==> config.mk <==
export PLATFORM = sky130hd
export DESIGN_NAME = gpd_stack_mem
export DESIGN_NICKNAME = d
export VERILOG_FILES = /design/src/rtl/core/gpd_pkg.sv /design/src/rtl/core/gpd_stack_mem.sv
export SDC_FILE = /design/constraint.sdc
export NUM_CORES = 1
export LEC_CHECK = 0
export BUFFER_PORTS_ARGS = -buffer_cell sky130_fd_sc_hd__buf_2
export CORE_UTILIZATION = 50
export CTS_CLUSTER_DIAMETER = 120
export DETAILED_ROUTE_END_ITERATION = 8
export PLACE_DENSITY = 0.7
export SLEW_MARGIN = 20
export SYNTH_ARGS = -nofsm -noshare
export SYNTH_HDL_FRONTEND = slang
export SYNTH_SLANG_ARGS = --single-unit
==> constraint.sdc <==
create_clock -name clock -period 5.4 [get_ports clock]
set_clock_uncertainty 0.1 [all_clocks]
set_input_delay 1.08 -clock clock [delete_from_list [all_inputs] [get_ports clock]]
set_output_delay 1.08 -clock clock [all_outputs]
set_load 0.005 [all_outputs]
==> src/rtl/core/gpd_pkg.sv <==
// Shared types and constants of the pair grammar decompressor.
`timescale 1ns / 1ps

package gpd_pkg;

   localparam int SYM_W   = 11;
   localparam int RULE_AW = 10;
   localparam int BYTE_W  = 8;

   typedef enum logic [1:0] {
      FN_LOAD = 2'd0,
      FN_PUSH = 2'd1,
      FN_TICK = 2'd2
   } func_type;

   typedef enum logic [2:0] {
      ST_EMIT     = 3'd0,
      ST_IDLE     = 3'd1,
      ST_PUSH_OK  = 3'd2,
      ST_BUSY     = 3'd3,
      ST_OVERFLOW = 3'd4
   } status_type;

   typedef enum logic [1:0] {
      S_IDLE,
      S_POP,
      S_RULE,
      S_OUT
   } ctrl_state_type;

   typedef struct packed {
      func_type           func;
      logic [RULE_AW-1:0] rule_slot;
      logic [SYM_W-1:0]   left_symbol;
      logic [SYM_W-1:0]   right_symbol;
      logic [SYM_W-1:0]   compressed_symbol;
   } req_item_type;

   typedef struct packed {
      logic [SYM_W-1:0] left_symbol;
      logic [SYM_W-1:0] right_symbol;
   } rule_pair_type;

   typedef struct packed {
      logic               we;
      logic [RULE_AW-1:0] waddr;
      rule_pair_type      wdata;
      logic               re;
      logic [RULE_AW-1:0] raddr;
   } rule_req_type;

   typedef struct packed {
      status_type        status;
      logic [BYTE_W-1:0] out_byte;
      logic              run_done;
   } result_type;

endpackage

==> src/rtl/core/gpd_stack_mem.sv <==
// Expansion stack memory with one write and one registered read port.
`timescale 1ns / 1ps

module gpd_stack_mem #(
   parameter int DEPTH = 64
) (
   input  logic                        clock,
   input  logic                        we,
   input  logic [$clog2(DEPTH)-1:0]    waddr,
   input  logic [gpd_pkg::SYM_W-1:0]   wdata,
   input  logic                        re,
   input  logic [$clog2(DEPTH)-1:0]    raddr,
   output logic [gpd_pkg::SYM_W-1:0]   rd_data
);

   logic [gpd_pkg::SYM_W-1:0] mem [DEPTH];
   logic [gpd_pkg::SYM_W-1:0] rd_data_ff;

   always_ff @(posedge clock) begin
      if (we) begin
         mem[waddr] <= wdata;
      end
      if (re) begin
         rd_data_ff <= mem[raddr];
      end
   end

   assign rd_data = rd_data_ff;

endmodule

Word-level counts from Yosys, hierarchy flattened
Memory sizes are Yosys's and may differ from the RTL's. A register that Yosys moved wholly into a read port is not among the register bits. Cells that the tools add are included.

Flip-flop bits (word level): 0. Bits in latches: 0. RAM bits: 704. Memory bits (read-only): 0. Bits of input ports: 26. Memories kept: 1.

$add $sub $neg: 0. $mul: 0. Div/mod/pow operators: 0. $lt $le $gt $ge: 0. Eq/ne operators: 0. Shift-type cells: 0. Multiplexer cells: 2. Bitwise gates (word level): 0. Reduce and logical (&&, ||, !) cells: 0.

Memories: mem (words 64, bits a word 11, read ports 1, clocked after Yosys merged registers in 1, wr ports 1, line gpd_stack_mem.sv:16) `logic [gpd_pkg::SYM_W-1:0] mem [DEPTH];`.

Operator list (number): two-way mux 1 bit (2).

Depth between registers and ports, before layout
Depth after elaboration: 2. Depth in mapped cells: 9.

Worst setup path after synthesis
No wires, ideal clock.

Path type: in2reg. From: input port raddr[0]. To: register rd_data_ff, in the netlist rd_data[0], read port of mem, data pin. Data arrival time: 2.747 ns. Data required time: 5.045 ns. Setup slack: 2.298 ns. Stages: 8. Cell sequence: buf_2 -> buf_6 -> buf_6 -> buf_2 -> mux4_2 -> a21oi_1 -> nand3_1 -> a31o_1.

RTL lines: from (decl) (line gpd_stack_mem.sv:12) `input logic [$clog2(DEPTH)-1:0] raddr,`; to (decl) (line gpd_stack_mem.sv:17) `logic [gpd_pkg::SYM_W-1:0] rd_data_ff;`.

==> impl_metrics.ini <==
[outcome]
status = finished, final reports clean

[routing]
met3_length_mm = 5.30
drtIter0Drc = 1554
vias = 13300
drtAntennaViolNets = 0
drc_errors = 0
wl_met2_mm = 29.7
viasPerCell = 6.31
routed_wl_mm = 61.2
route.detailed.wl_per_inst_um = 29.1
top_layer_used = met5
dr.pass1.iters = 5
wl_met1_mm = 24.6

[cts]
htreeDepth = 3
cts_tree = done
clkLatencyLatePin_ns = 0.61
cts_made_buffers = 71
cts_resized = 0
clockRootBuffer = clkbuf_16
post-cts-setup-buffers = 0
clk_path_buf_depth = 3
clock-sinks = 715
clk_pin_slew_ns = 0.06
cts_hold_buf = 0

[worst_setup_path]
cp.arrival_ns = 3.97
endpoint_kind = register
rr_worst_depth = 5
start_kind = input port
path_class = in2reg
crit_fanout = 69
timing.rr.start = mem[0][3]
r2r_setup_slack_ns = 3.06
required_ns = 5.77
r2r_end = rd_data[3]

[floorplanning]
io_pins = 37
core_region_area_mm2 = 0.0541
die_w_um = 237
initial_core_util = 0.510
die-area_mm2 = 0.0561
die-height_um = 237
rows = 85

[global_routing]
grt_max_degree = 70
antenna_found_initial = 6
grt_pass1_wl_mm = 89.5
first_global_vias = 13200
grt_overflow = 0
grt_usage = 0.223

[yosys]
synth-simple-area-share = 0.0275
async_reset_ff_frac = 0
seq_area_frac_synth = 0.778
ys_ff_latch = 715
synth-xor-area-share = 0
yosysWarnings = 0
synth.net_count = 1305
synth.area.mux_share = 0.155
synthAdderAreaFrac = 0
avgSynthCellArea_um2 = 21.6
synth_compound_area_frac = 0.0259
synth_ff_type = edfxtp_1
syn-instance-count = 1279
synth_edf_count = 715
ys_types = 32
synth_top_family_by_area = multiplexers
syn_area_mm2 = 0.0276

[final_layout]
layout.nets = 1372
syn_to_final_growth_pct = 11.9
final_cells = 2102
drive_above_1_share = 0.255
final_cell_mix = 715 x edfxtp_1, 158 x mux4_2, 75 x clkbuf_16
mostFrequentLayoutCell = edfxtp_1
final_util = 0.571
fillers = 3883

[place]
gp_congestion = 0.852
place.port_buffers = 36
detailed_place_hpwl_mm = 35.5
dpl.cell_count = 1968

[timing]
final-setup-viol-count = 0
hold_viol = 0
slew_headroom = 0.233
post-route-min-period_ns = 3.60
layout_worst_path_cycle_share = 0.667
slew_violations = 0
fmax_mhz = 278
setup_tns_ns = 0
rsz0062_at_grt = false
worst_slew_pin_slew_ns = 1.15
fin_hold_ws_ns = 0.822

[hold_path]
holdPathEnd = rd_data[0]
hold_depth = 1
hold_path.class = in2reg
hold_start = re

[flow_run]
cap_violations = 0

[power_and_ir_drop]
p_leak_nw = 9.67
peakVddDrop_mv = 0.315
p_per_area_mw_per_mm2 = 373
==> power breakdown <==
part	switching, W	internal (W)
clock network	0.00204	0.00273
registers	0.0000200	0.00616
logic	0.000359	0.000200
==> final cells by class <==
class                           instances  area (um2)  area share
Tap cell                              696         871      0.0282
Timing Repair Buffer                   67         459      0.0149
Multi-Input combinational cell        490        5840       0.189
Clock inverter                         41         305     0.00988
Inverter                                1        3.75    0.000122
Antenna cell                            3        7.51    0.000243
Clock buffer                           89        1930      0.0625
Sequential cell                       715       21500       0.695
==> how the worst max path moves through the flow <==
stage	from	cells after the start	slack, ns	to
final	raddr[1]	7	1.80	rd_data[6]
after global routing	raddr[1]	7	1.68	rd_data[8]
after CTS	raddr[1]	7	1.75	rd_data[5]
after detailed placement	raddr[1]	7	1.12	rd_data[5]
after global placement	raddr[1]	7	1.11	rd_data[5]
after floorplan	raddr[0]	8	2.30	rd_data[0]
==> routing by layer <==
layer	vias to the layer above	track usage
met4	6	0.0817
met5	-	0
met1	7022	0.304
met3	95	0.0620
met2	606	0.348
li1	5525	-
==> critical path: stages <==
cell,delay (ns)
buf_6,0.52
buf_4,0.67
mux4_2,0.33
nand2_1,0.08
a32o_1,0.31
nor4_1,0.74
a31o_1,0.17
==> registers in the layout, indices dropped and copies added (netlist names) <==
name     count
mem        704
rd_data     11
==> metrics by stage <==
| stage | total power [W] | area, um2 | worst slack (ns) |
|---|---|---|---|
| 2_1_floorplan | 0.00660 | 27600 | 2.30 |
| 3_3_place_gp | 0.00684 | 28500 | 1.11 |
| 3_5_place_dp | 0.00685 | 28600 | 1.12 |
| 4_1_cts | 0.0116 | 30800 | 1.75 |
| 5_1_grt | 0.0118 | 30900 | 1.68 |
| 6_report | 0.0115 | 30900 | 1.80 |
==> synth_stat cells (10+ instances only) <==
cell	number	area [um2]
edfxtp_1	715	21500
mux4_2	158	3560
mux2i_1	72	721
nor2_1	65	244
nand2_1	38	143
clkbuf_1	27	101
buf_2	22	110
a221oi_1	20	175
nor2b_1	18	113
nand3_1	15	75.1
a211oi_1	11	82.6
a21oi_1	11	55.1
a22oi_1	11	82.6
buf_1	11	41.3
o21ai_0	11	55.1
o22ai_1	11	68.8
a31o_1	10	87.6
a32o_1	10	100
nor4_1	10	62.6
==> kinds of logic after synthesis <==
kind of cell	after synthesis
AO/OA/AOI/OAI	96
multiplexers	230
buffers and inverters	74
AND/OR/NAND/NOR	164
flip-flops	715
Note: power is estimated with default switching activity, not from simulation.
