[config.mk]
export PLATFORM = sky130hd
export DESIGN_NAME = gpd_ctrl
export DESIGN_NICKNAME = d
export VERILOG_FILES = /design/src/rtl/core/gpd_pkg.sv /design/src/rtl/core/gpd_ctrl.sv
export SDC_FILE = /design/constraint.sdc
export NUM_CORES = 1
export LEC_CHECK = 0
export ABC_AREA = 1
export BUFFER_PORTS_ARGS = -buffer_cell sky130_fd_sc_hd__buf_4
export CAP_MARGIN = 20
export CORE_ASPECT_RATIO = 1.2
export CORE_MARGIN = 5
export CORE_UTILIZATION = 30
export DETAILED_ROUTE_END_ITERATION = 8
export PLACE_DENSITY = 0.65
export SLEW_MARGIN = 10
export SYNTH_ARGS = -nofsm -noshare
export SYNTH_HDL_FRONTEND = slang
export SYNTH_SLANG_ARGS = --single-unit
[constraint.sdc]
create_clock -name clock -period 3.33 [get_ports clock]
set_clock_uncertainty 0.05 [all_clocks]
set_input_delay 0.666 -clock clock [delete_from_list [all_inputs] [get_ports clock]]
set_output_delay 0.666 -clock clock [all_outputs]
set_load 0.005 [all_outputs]
[src/rtl/core/gpd_pkg.sv]
// Shared types and constants of the pair grammar decompressor.
`timescale 1ns / 1ps

package gpd_pkg;

   localparam int SYM_W   = 11;
   localparam int RULE_AW = 10;
   localparam int BYTE_W  = 8;

   typedef enum logic [1:0] {
      FN_LOAD = 2'd0,
      FN_PUSH = 2'd1,
      FN_TICK = 2'd2
   } func_type;

   typedef enum logic [2:0] {
      ST_EMIT     = 3'd0,
      ST_IDLE     = 3'd1,
      ST_PUSH_OK  = 3'd2,
      ST_BUSY     = 3'd3,
      ST_OVERFLOW = 3'd4
   } status_type;

   typedef enum logic [1:0] {
      S_IDLE,
      S_POP,
      S_RULE,
      S_OUT
   } ctrl_state_type;

   typedef struct packed {
      func_type           func;
      logic [RULE_AW-1:0] rule_slot;
      logic [SYM_W-1:0]   left_symbol;
      logic [SYM_W-1:0]   right_symbol;
      logic [SYM_W-1:0]   compressed_symbol;
   } req_item_type;

   typedef struct packed {
      logic [SYM_W-1:0] left_symbol;
      logic [SYM_W-1:0] right_symbol;
   } rule_pair_type;

   typedef struct packed {
      logic               we;
      logic [RULE_AW-1:0] waddr;
      rule_pair_type      wdata;
      logic               re;
      logic [RULE_AW-1:0] raddr;
   } rule_req_type;

   typedef struct packed {
      status_type        status;
      logic [BYTE_W-1:0] out_byte;
      logic              run_done;
   } result_type;

endpackage

[src/rtl/core/gpd_ctrl.sv]
// Sequencer that loads rules, pushes symbols and walks the stack to each terminal.
`timescale 1ns / 1ps

module gpd_ctrl #(
   parameter int MAX_RULES   = 1024,
   parameter int STACK_DEPTH = 64
) (
   input  logic                                clock,
   input  logic                                reset,
   input  logic                                req_valid,
   output logic                                req_ready,
   input  gpd_pkg::req_item_type               req_item,
   output gpd_pkg::rule_req_type               rule_req,
   input  gpd_pkg::rule_pair_type              rule_rd_data,
   output logic                                stk_we,
   output logic [$clog2(STACK_DEPTH)-1:0]      stk_waddr,
   output logic [gpd_pkg::SYM_W-1:0]           stk_wdata,
   output logic                                stk_re,
   output logic [$clog2(STACK_DEPTH)-1:0]      stk_raddr,
   input  logic [gpd_pkg::SYM_W-1:0]           stk_rd_data,
   output logic                                res_valid,
   output gpd_pkg::result_type                 res,
   input  logic                                out_free
);

   localparam int SA_W = $clog2(STACK_DEPTH);
   localparam int SP_W = $clog2(STACK_DEPTH + 1);
   localparam logic [SP_W-1:0] SP_OVF_LIM = SP_W'(STACK_DEPTH - 2);
   localparam int SYM_W = gpd_pkg::SYM_W;
   localparam int RULE_AW = gpd_pkg::RULE_AW;

   gpd_pkg::ctrl_state_type state_ff, state_in;
   logic [SP_W-1:0]         sp_ff, sp_in;
   gpd_pkg::result_type     res_ff, res_in;
   logic                    oor_ff, oor_in;

   always_ff @(posedge clock) begin
      if (reset) begin
         state_ff <= gpd_pkg::S_IDLE;
         sp_ff    <= '0;
      end else begin
         state_ff <= state_in;
         sp_ff    <= sp_in;
      end
      res_ff <= res_in;
      oor_ff <= oor_in;
   end

   always_comb begin
      logic [SP_W-1:0]    sp_dec;
      logic [SYM_W-1:0]   sym;
      logic [RULE_AW-1:0] idx;
      logic [RULE_AW-1:0] lidx;
      gpd_pkg::rule_pair_type pair;

      sp_dec    = sp_ff - SP_W'(1);
      sym       = stk_rd_data;
      idx       = ~sym[RULE_AW-1:0];
      pair      = oor_ff ? '0 : rule_rd_data;
      lidx      = ~pair.left_symbol[RULE_AW-1:0];

      state_in  = state_ff;
      sp_in     = sp_ff;
      res_in    = res_ff;
      oor_in    = oor_ff;
      rule_req  = '0;
      stk_we    = 1'b0;
      stk_waddr = '0;
      stk_wdata = '0;
      stk_re    = 1'b0;
      stk_raddr = sp_dec[SA_W-1:0];
      req_ready = (state_ff == gpd_pkg::S_IDLE);
      res_valid = (state_ff == gpd_pkg::S_OUT);

      unique case (state_ff)
         gpd_pkg::S_IDLE: begin
            if (req_valid) begin
               res_in = '{status: gpd_pkg::ST_IDLE, out_byte: '0, run_done: 1'b0};
               case (req_item.func)
                  gpd_pkg::FN_LOAD: begin
                     if (32'(req_item.rule_slot) < 32'(MAX_RULES)) begin
                        rule_req.we    = 1'b1;
                        rule_req.waddr = req_item.rule_slot;
                        rule_req.wdata = '{left_symbol:  req_item.left_symbol,
                                           right_symbol: req_item.right_symbol};
                     end
                  end
                  gpd_pkg::FN_PUSH: begin
                     if (sp_ff == '0) begin
                        stk_we        = 1'b1;
                        stk_wdata     = req_item.compressed_symbol;
                        sp_in         = SP_W'(1);
                        res_in.status = gpd_pkg::ST_PUSH_OK;
                     end else begin
                        res_in.status = gpd_pkg::ST_BUSY;
                     end
                     state_in = gpd_pkg::S_OUT;
                  end
                  gpd_pkg::FN_TICK: begin
                     if (sp_ff == '0) begin
                        state_in = gpd_pkg::S_OUT;
                     end else begin
                        stk_re   = 1'b1;
                        sp_in    = sp_dec;
                        state_in = gpd_pkg::S_POP;
                     end
                  end
                  default: begin
                  end
               endcase
            end
         end
         gpd_pkg::S_POP: begin
            if (!sym[SYM_W-1]) begin
               res_in   = '{status: gpd_pkg::ST_EMIT, out_byte: sym[7:0],
                            run_done: (sp_ff == '0)};
               state_in = gpd_pkg::S_OUT;
            end else begin
               rule_req.re    = 1'b1;
               rule_req.raddr = idx;
               oor_in         = !(32'(idx) < 32'(MAX_RULES));
               state_in       = gpd_pkg::S_RULE;
            end
         end
         gpd_pkg::S_RULE: begin
            // The right symbol goes to the stack; the left one is expanded at once.
            if (sp_ff > SP_OVF_LIM) begin
               sp_in    = '0;
               res_in   = '{status: gpd_pkg::ST_OVERFLOW, out_byte: '0, run_done: 1'b0};
               state_in = gpd_pkg::S_OUT;
            end else begin
               stk_we    = 1'b1;
               stk_waddr = sp_ff[SA_W-1:0];
               stk_wdata = pair.right_symbol;
               sp_in     = sp_ff + SP_W'(1);
               if (!pair.left_symbol[SYM_W-1]) begin
                  res_in   = '{status: gpd_pkg::ST_EMIT,
                               out_byte: pair.left_symbol[7:0], run_done: 1'b0};
                  state_in = gpd_pkg::S_OUT;
               end else begin
                  rule_req.re    = 1'b1;
                  rule_req.raddr = lidx;
                  oor_in = !(32'(lidx) < 32'(MAX_RULES));
               end
            end
         end
         gpd_pkg::S_OUT: begin
            if (out_free) begin
               state_in = gpd_pkg::S_IDLE;
            end
         end
         default: begin
            state_in = gpd_pkg::S_IDLE;
         end
      endcase
   end

   assign res = res_ff;

`ifndef SYNTH
   a_sp_bound: assert property (@(posedge clock) disable iff (reset)
      sp_ff <= SP_W'(STACK_DEPTH))
      else $error("Stack pointer beyond stack depth.");

   a_rule_write_idle: assert property (@(posedge clock) disable iff (reset)
      rule_req.we |-> (state_ff == gpd_pkg::S_IDLE) && req_valid)
      else $error("Rule write outside an accepted load request.");

   a_done_empty: assert property (@(posedge clock) disable iff (reset)
      (state_ff == gpd_pkg::S_OUT) && (res_ff.status == gpd_pkg::ST_EMIT)
         && res_ff.run_done |-> (sp_ff == '0))
      else $error("Run end reported with symbols left on the stack.");

   a_ovf_clears: assert property (@(posedge clock) disable iff (reset)
      (state_ff == gpd_pkg::S_OUT) && (res_ff.status == gpd_pkg::ST_OVERFLOW)
         |-> (sp_ff == '0))
      else $error("Overflow did not clear the stack.");
`endif

endmodule

[Word-level counts from Yosys, hierarchy flattened]
Index checks and enable logic that the tools add are counted.
Storage, ports and cells
  latch bits: 0
  input port bits: 82
  memories: 0
  RAM bits: 0
  register bits after elaboration: 22
  bits in read-only memories: 0
  output and inout port bits: 83
Cells by class
  muxes and demuxes: 49
  $lt $le $gt $ge: 1
  shift-type cells: 0
  div/mod/pow operators: 0
  bitwise gates (word level): 2
  $mul: 0
  add/subtract/negate cells: 2
  reduce and logical (&&, ||, !) cells: 10
  equal/unequal tests: 15
Operators with widths (number)
  $mux W33: 3
  $mux W11: 7
  $mux W12: 4
  $pmux W11 S2: 2
  $pmux W12 S3: 1
  $mux W7: 4
  $pmux W7 S2: 2
  $mux W22: 1
  $not A10 Y10: 2
  $mux W1: 13
  $mux W2: 6
  $mux W6: 2
  $reduce_and A4 Y1: 3
  $ne A2 B2 Y1 const B: 5
  $ne A3 B3 Y1 const B: 3
  $pmux W2 S4: 1
  $add A7 B1 Y7 const B: 1
  $gt A7 B6 Y1 const B: 1
  $logic_not A7 Y1: 1
  $sub A7 B1 Y7 const B: 1
  $eq A2 B2 Y1 const B: 3
  $reduce_and A5 Y1: 1
  $eq A2 B1 Y1 const B: 2
  $logic_not A2 Y1: 2
  other kinds (6): 8

[Logic depth before layout (Yosys ltp)]
Gate-level depths: netlist (run 1).
  depth after elaboration: 5
  depth in mapped cells: 12
  gate-level depth less buffers: 10

[Worst setup path before layout (run 1)]
No wires, ideal clock.
  path kind: flip-flop to output port
  start point: register state_ff[0]
  end point: output rule_req[0] (netlist bit)
  stages on the path, launching flop included: 7
  slack: 1.122 ns
  arrival time: 1.492 ns
  required time: 2.614 ns
  path through: dfxtp_1 > inv_1 > ha_1 > inv_1 > clkbuf_1 > clkbuf_1 > nor2_1
RTL lines
  from (decl): RTL line gpd_ctrl.sv:32  | gpd_pkg::ctrl_state_type state_ff, state_in;
  from (signal assigned): RTL line gpd_ctrl.sv:39  | state_ff <= gpd_pkg::S_IDLE;
  from (signal assigned): RTL line gpd_ctrl.sv:42  | state_ff <= state_in;
  to (decl): RTL line gpd_ctrl.sv:13  | output gpd_pkg::rule_req_type rule_req,

[Final worst setup path (run 1)]
  start point: register sp_ff[0]
  end point: output stk_wdata[9] (netlist bit)
On the way
  word-level cells in the longest chain between the ends: 5
  elaborated cells on any way between the ends: 7
  classes of those cells: order compare: 1; mux: 5; reduce/logical: 1
Ends and longest elaborated chain
  from (decl): RTL line gpd_ctrl.sv:33  | logic [SP_W-1:0] sp_ff, sp_in;
  from (signal assigned): RTL line gpd_ctrl.sv:43  | sp_ff <= sp_in;
  branches (longest 4 deep; another with $gt A7 B6 Y1)
  $pmux W11 S2 *: RTL line gpd_ctrl.sv:75  | unique case (state_ff)
  to (decl): RTL line gpd_ctrl.sv:17  | output logic [gpd_pkg::SYM_W-1:0] stk_wdata,
Every way passes the cells marked *.

==> flow_metrics.env, run 1 <==
export IMPL_status="completed"
export IMPL_instance_count_of_the_mapped_netlist=354
export IMPL_timing_critical_path_arrival_ns=2.23
export IMPL_core_region_area_mm2=0.00685
export IMPL_rr_endpoint="res[11]$_DFFE_PP_"
export IMPL_grt_first_pass_wirelength_um=11500
export IMPL_hold_ws_ns=0.486
export IMPL_cp_max_fanout=12
export IMPL_clock_transition_at_the_registers_of_the_reported_paths_ns=0.08
export IMPL_layout_area_seq_um2=541
export IMPL_syn_cell_area_mm2=0.00211
export IMPL_max_cap_violations=0
export IMPL_cts_tree="done"
export IMPL_gp_congestion=0.814
export IMPL_r2r_worst_path_cells=4
export IMPL_iter_0_drt_violations=103
export IMPL_grt_pass1_vias=2311
export IMPL_tightest_slew_ns=0.558
export IMPL_fp_row_count=33
export IMPL_total_leakage_power_uw=0.00195
export IMPL_finalHoldViolCount=0
export IMPL_placement_io_buffers=164
export IMPL_hold_path_depth=2
export IMPL_dpl_cell_area_mm2=0.00336
export IMPL_clk_root_buffer_cell="sky130_fd_sc_hd__clkbuf_8"
export IMPL_synth_nets=443
export IMPL_clock_sink_count=21
export IMPL_die_area_mm2=0.00881
export IMPL_critical_path_most_common_cell="sky130_fd_sc_hd__nand3_1"
export IMPL_dieWidth_um=86.5
export IMPL_critical_path_slowest_cell="sky130_fd_sc_hd__nand3_1"
export IMPL_synthToLayoutAreaGrowth_pct=61.5
export IMPL_ant_nets=0
export IMPL_timing_worst_setup_path_type="flop to output pin"
export IMPL_endpoint_kind="output pin"
export IMPL_post_cts_setup_buffers=0
export IMPL_wl_per_cell_um=12.8
export IMPL_post_route_cells_drive_above_1_share=0.361
export IMPL_power_net_switching_uw=861
export IMPL_multi_input_gate_area_in_the_final_layout_mm2=0.00117
export IMPL_grt_overflow_total=0
export IMPL_dp_cells=592
export IMPL_worst_r2r_startpoint="state_ff[1]$_SDFFE_PP0P_"
export IMPL_cts_buffer_count=3
export IMPL_drc=0
export IMPL_power_switching_share=0.452
export IMPL_setup_violations_final=0
export IMPL_wl_um=7660
export IMPL_ios=165
export IMPL_final_fill_count=724
export IMPL_worstPathCellList="inv_1, ha_1, nand3_1, nor2_1, nand3_1, o21ai_0, buf_4"
export IMPL_path_delay_family="simple AND/OR/NAND/NOR gates"
export IMPL_maximum_number_of_pins_on_one_net_before_global_route_repair=34
export IMPL_worst_hold_path_endpoint="state_ff[0]$_SDFFE_PP0P_"
export IMPL_timing_critical_path_buf_inv=2
export IMPL_p_int_uw=1040
export IMPL_synth_seq_cells=21
export IMPL_finalCriticalPeriod_ns=2.95
export IMPL_detail_route_first_pass_iterations=4
export IMPL_hpwlAfterDp_um=6340
export IMPL_route_detailed_vias_per_inst=4.35
export IMPL_ys_warnings_count=0
export IMPL_timing_critical_path_from_type="flop"
export IMPL_power_combinational_fraction=0.653
export IMPL_clkLatencyLatePin_ns=0.27
export IMPL_p_clk_frac=0.093
export IMPL_hold_start="state_ff[0]$_SDFFE_PP0P_"
export IMPL_netlist_cell_type_count=32
export IMPL_max_clock_freq_ghz=0.339
export IMPL_instances_no_fill=596
export IMPL_rsz_0062_raised_after_global_routing="no"
export IMPL_finalCritPeriodShare=0.885
export IMPL_worst_slack_ns=0.382
export IMPL_timing_setup_tns_ns=0
export IMPL_worst_r2r_setup_slack_ns=1.10
export IMPL_power_per_cell_area_mw_per_mm2=560
export IMPL_cts_resized=0
export IMPL_cp_data_required_time_ns=2.61
export IMPL_vdd_drop_max_mv=0.370
export IMPL_slowest_stage_delay_cp_ns=0.36
export IMPL_die_height_um=102
export IMPL_post_place_ws_ns=0.657
export IMPL_clk_path_buf_depth=2
export IMPL_fin_area_mm2=0.00340
export IMPL_floorplan_initialDensity=0.307
export IMPL_gr_usage_all_layers=0.163
export IMPL_min_delay_path_class="flop to flop"
export IMPL_dr_total_vias=2591
export IMPL_timing_max_slew_rel_slack=0.628
export IMPL_grt_antenna_before_repair=0
export IMPL_final_max_slew_viol_count=0
export IMPL_syn_area_per_cell_um2=5.95
export IMPL_antenna_cells=0
export IMPL_ys_seq_area_frac=0.257
export IMPL_ctsHoldBuffers=0
export IMPL_finalNetCount=599
export IMPL_cts_htree_levels=1
export IMPL_power_frac_seq=0.254
-- final cells by class --
| cell class | instances | area share |
|---|---|---|
| Clock buffer | 3 | 0.0121 |
| Clock inverter | 1 | 0.00147 |
| Inverter | 77 | 0.0850 |
| Multi-Input combinational cell | 241 | 0.344 |
| Sequential cell | 21 | 0.159 |
| Tap cell | 87 | 0.0320 |
| Timing Repair Buffer | 166 | 0.366 |
-- per-stage QoR --
stage | total power [uW] | util
after floorplan | 1240 | -
after global placement | 1730 | 0.490
after detailed placement | 1750 | 0.490
after CTS | 1930 | 0.496
after global routing | 2090 | 0.496
final | 1900 | 0.496
-- power by group through the flow --
| stage | combinational [uW] | clock, uW | sequential [uW] |
|---|---|---|---|
| finish | 1240 | 177 | 483 |
| global placement | 1250 | 0 | 485 |
| global route | 1400 | 191 | 496 |
| CTS | 1260 | 182 | 486 |
| detailed placement | 1250 | 0 | 493 |
| floorplan | 774 | 0 | 470 |
-- sequential cells by signal, summed over array words and instances, names as in the netlist --
signal and cells:
res 12, sp_ff 7, state_ff 2
-- routing by layer --
metal  GRT usage  part of all wire  vias to the layer above
li1            -                 -                     1380
met1       0.199              0.41                     1122
met2       0.300              0.52                       82
met3      0.0269             0.065                        7
met4      0.0300            0.0089                        0
met5           0                 0                        -
-- worst max path at each step --
| stage | startpoint | to | slack, ns | cells past startpoint |
|---|---|---|---|---|
| floorplan | state_ff[0]$_SDFFE_PP0P_ | rule_req[0] | 1.12 | 6 |
| global placement | sp_ff[0]$_SDFFE_PP0P_ | stk_wdata[9] | 0.72 | 7 |
| detailed placement | sp_ff[0]$_SDFFE_PP0P_ | stk_wdata[9] | 0.66 | 7 |
| CTS | sp_ff[0]$_SDFFE_PP0P_ | stk_wdata[9] | 0.34 | 7 |
| global route | sp_ff[0]$_SDFFE_PP0P_ | stk_wdata[9] | 0.13 | 7 |
| finish | sp_ff[0]$_SDFFE_PP0P_ | stk_wdata[9] | 0.38 | 7 |
-- worst reg2reg max path: cells and delay by family, from the launching register on --
family	cells	cell delay (ns)
AOI/OAI and AO/OA	1	0.63
and+or+nand+nor	1	0.39
DFF	1	0.37
adders and majority gates	1	0.34
buffers and inverters	1	0.09
-- layout by cell type, fill, tap and decap left out, types with 2 or more instances in the layout --
cell type / synthesis / routed
sky130_fd_sc_hd__inv_2: 3 / 3
sky130_fd_sc_hd__nand2_2: 2 / 2
sky130_fd_sc_hd__nand2_1: 84 / 84
sky130_fd_sc_hd__dfxtp_1: 9 / 9
sky130_fd_sc_hd__edfxtp_1: 12 / 12
sky130_fd_sc_hd__o21ai_0: 8 / 8
sky130_fd_sc_hd__nand3_1: 9 / 9
sky130_fd_sc_hd__nand3_2: 2 / 2
sky130_fd_sc_hd__a21oi_1: 11 / 11
sky130_fd_sc_hd__clkbuf_8: 0 / 3
sky130_fd_sc_hd__o22ai_1: 10 / 10
sky130_fd_sc_hd__nand4_1: 2 / 2
sky130_fd_sc_hd__nor2_1: 79 / 79
sky130_fd_sc_hd__o21ai_1: 9 / 9
sky130_fd_sc_hd__buf_4: 1 / 166
sky130_fd_sc_hd__nor2_4: 2 / 2
sky130_fd_sc_hd__xor2_1: 5 / 5
sky130_fd_sc_hd__inv_1: 74 / 74
sky130_fd_sc_hd__ha_1: 7 / 7
-- cells by family after synthesis --
logic type,after synthesis,synth area share
flops,21,0.257
compound gates,40,0.106
buf+inv,92,0.188
xor+xnor,5,0.0208
fa+ha+maj,7,0.0416
simple gates,189,0.388
-- synthesized netlist by cell type, drive strengths merged --
| cell | n | area share |
|---|---|---|
| xor2 | 5 | 0.021 |
| nand2 | 87 | 0.16 |
| or2 | 1 | 0.0030 |
| o22ai | 10 | 0.030 |
| and3 | 1 | 0.0030 |
| o21ai | 17 | 0.040 |
| nor2 | 83 | 0.16 |
| edfxtp | 12 | 0.17 |
| buf | 7 | 0.036 |
| nand3 | 12 | 0.039 |
| o221ai | 1 | 0.0042 |
| clkbuf | 8 | 0.015 |
| nor3b | 1 | 0.0036 |
| a21oi | 11 | 0.026 |
| o2111a | 1 | 0.0053 |
| dfxtp | 9 | 0.086 |
| nand4 | 3 | 0.012 |
| ha | 7 | 0.042 |
| nor3 | 1 | 0.0024 |
| inv | 77 | 0.14 |
No activity file was read; power rests on OpenSTA's default activity.
==> run 2, diff against run 1 <==
Settings changed: CORE_MARGIN 5 to unset.
==> run 2 against run 1 <==
Effect of this change:
- critical path depth stayed put
- worst setup slack better by 0.027 ns
- power is 0.64% lower
- utilization is 0.19 points higher
- via count is 2.9% higher
==> flow_metrics.env, run 2 (synthesized netlist as in run 1, its figures left out) <==
export IMPL_final_fill_count=718
export IMPL_finalHoldViolCount=0
export IMPL_gr_usage_all_layers=0.189
export IMPL_maximum_number_of_pins_on_one_net_before_global_route_repair=34
export IMPL_route_detailed_vias_per_inst=4.48
export IMPL_grt_overflow_total=0
export IMPL_endpoint_kind="output pin"
export IMPL_cts_resized=0
export IMPL_iter_0_drt_violations=63
export IMPL_max_cap_violations=0
export IMPL_worst_hold_path_endpoint="state_ff[0]$_SDFFE_PP0P_"
export IMPL_die_height_um=93.8
export IMPL_fp_row_count=33
export IMPL_number_of_flip_flops_under_the_largest_register_name=12
export IMPL_timing_critical_path_buf_inv=2
export IMPL_clock_sink_count=21
export IMPL_synthToLayoutAreaGrowth_pct=61.1
export IMPL_worstPathCellList="inv_1, ha_1, nand3_1, nor2_1, nand3_1, o21ai_0, buf_4"
export IMPL_critical_path_slowest_cell="sky130_fd_sc_hd__ha_1"
export IMPL_wl_per_cell_um=11.7
export IMPL_setup_violations_final=0
export IMPL_ant_nets=0
export IMPL_clk_path_buf_depth=2
export IMPL_detail_route_first_pass_iterations=5
export IMPL_antenna_cells=0
export IMPL_rr_endpoint="res[2]$_DFFE_PP_"
export IMPL_grt_pass1_vias=2564
export IMPL_vdd_drop_max_mv=0.263
export IMPL_rsz_0062_raised_after_global_routing="no"
export IMPL_gp_congestion=0.840
export IMPL_power_frac_seq=0.256
export IMPL_instances_no_fill=595
export IMPL_cp_data_required_time_ns=2.61
export IMPL_timing_critical_path_from_type="flop"
export IMPL_final_max_slew_viol_count=0
export IMPL_dp_cells=591
export IMPL_post_place_ws_ns=0.643
export IMPL_post_cts_setup_buffers=0
export IMPL_core_region_area_mm2=0.00681
export IMPL_finalCriticalPeriod_ns=2.92
export IMPL_critical_path_most_common_cell="sky130_fd_sc_hd__nand3_1"
export IMPL_grt_antenna_before_repair=0
export IMPL_cts_buffer_count=3
export IMPL_path_delay_family="simple AND/OR/NAND/NOR gates"
export IMPL_dr_total_vias=2667
export IMPL_p_clk_frac=0.093
export IMPL_timing_critical_path_arrival_ns=2.20
export IMPL_floorplan_initialDensity=0.309
export IMPL_layout_area_seq_um2=541
export IMPL_p_int_uw=1040
export IMPL_multi_input_gate_area_in_the_final_layout_mm2=0.00117
export IMPL_placement_io_buffers=164
export IMPL_grt_first_pass_wirelength_um=11100
export IMPL_min_delay_path_class="flop to flop"
export IMPL_cts_tree="done"
export IMPL_ios=165
export IMPL_worst_r2r_setup_slack_ns=1.10
export IMPL_worst_slack_ns=0.409
export IMPL_cts_htree_levels=1
export IMPL_r2r_worst_path_cells=5
export IMPL_timing_setup_tns_ns=0
export IMPL_hpwlAfterDp_um=5720
export IMPL_power_per_cell_area_mw_per_mm2=557
export IMPL_post_route_cells_drive_above_1_share=0.360
export IMPL_tightest_slew_ns=0.600
export IMPL_dieWidth_um=78.5
export IMPL_finalCritPeriodShare=0.877
export IMPL_clkLatencyLatePin_ns=0.27
export IMPL_final_common_cell="sky130_fd_sc_hd__buf_4"
export IMPL_power_combinational_fraction=0.651
export IMPL_max_clock_freq_ghz=0.342
export IMPL_drc=0
export IMPL_total_leakage_power_uw=0.00194
export IMPL_cp_max_fanout=12
export IMPL_finalNetCount=598
export IMPL_power_net_switching_uw=854
export IMPL_postLayoutCoreUtil=0.498
export IMPL_wl_um=6950
export IMPL_clock_transition_at_the_registers_of_the_reported_paths_ns=0.09
export IMPL_power_switching_share=0.452
export IMPL_ctsHoldBuffers=0
export IMPL_status="completed"
export IMPL_clk_root_buffer_cell="sky130_fd_sc_hd__clkbuf_8"
export IMPL_timing_worst_setup_path_type="flop to output pin"
export IMPL_hold_ws_ns=0.487
export IMPL_hold_start="state_ff[0]$_SDFFE_PP0P_"
export IMPL_layout_common_cells="165 x sky130_fd_sc_hd__buf_4, 84 x sky130_fd_sc_hd__nand2_1, 79 x sky130_fd_sc_hd__nor2_1"
export IMPL_slowest_stage_delay_cp_ns=0.34
export IMPL_hold_path_depth=2
export IMPL_worst_r2r_startpoint="sp_ff[2]$_SDFFE_PP0P_"
export IMPL_die_area_mm2=0.00736
export IMPL_timing_max_slew_rel_slack=0.599
[run 2: through the flow]
| stage | total power [uW] | area, um^2 |
|---|---|---|
| final | 1890 | 3390 |
| after global routing | 2080 | 3390 |
| after CTS | 1910 | 3390 |
| after detailed placement | 1730 | 3350 |
| after global placement | 1720 | 3350 |
| after floorplan | 1240 | 2110 |
[run 2: per-layer routing]
layer	up-vias	part of all wire	global-route usage
met5	-	0	0
met4	0	0.017	0.0602
met3	7	0.079	0.0350
met2	121	0.53	0.378
met1	1165	0.37	0.192
li1	1374	-	-
[run 2: final cells by class]
class	count	area share
flip-flops and latches	21	0.159
well taps	87	0.0321
repair buffers	165	0.365
multi-input cells	241	0.345
clock inverters	1	0.00147
inverters	77	0.0851
clock buffers	3	0.0122
[run 2: worst max path at each step]
stage,startpoint,endpoint,cells after the start
2_1_floorplan,state_ff[0]$_SDFFE_PP0P_,rule_req[0],6
3_3_place_gp,sp_ff[0]$_SDFFE_PP0P_,stk_wdata[9],7
3_5_place_dp,sp_ff[0]$_SDFFE_PP0P_,stk_wdata[0],7
4_1_cts,sp_ff[0]$_SDFFE_PP0P_,stk_wdata[0],7
5_1_grt,sp_ff[0]$_SDFFE_PP0P_,stk_wdata[0],7
6_report,sp_ff[0]$_SDFFE_PP0P_,stk_wdata[0],7
[run 2: worst reg2reg max path, stage by stage, from the launching register on]
cell and delay, ns:
sky130_fd_sc_hd__dfxtp_1 0.61, sky130_fd_sc_hd__nand2_2 0.11, sky130_fd_sc_hd__nor2_1 0.17, sky130_fd_sc_hd__nand2_2 0.08
sky130_fd_sc_hd__nand4_2 0.25, sky130_fd_sc_hd__o2111a_1 0.59
[run 2: power groups by stage]
stage	Combinational (uW)	Sequential, uW	Clock, uW
5_1_grt	1400	498	184
2_1_floorplan	774	470	0
3_5_place_dp	1240	490	0
4_1_cts	1250	484	180
6_report	1230	484	176
3_3_place_gp	1240	487	0
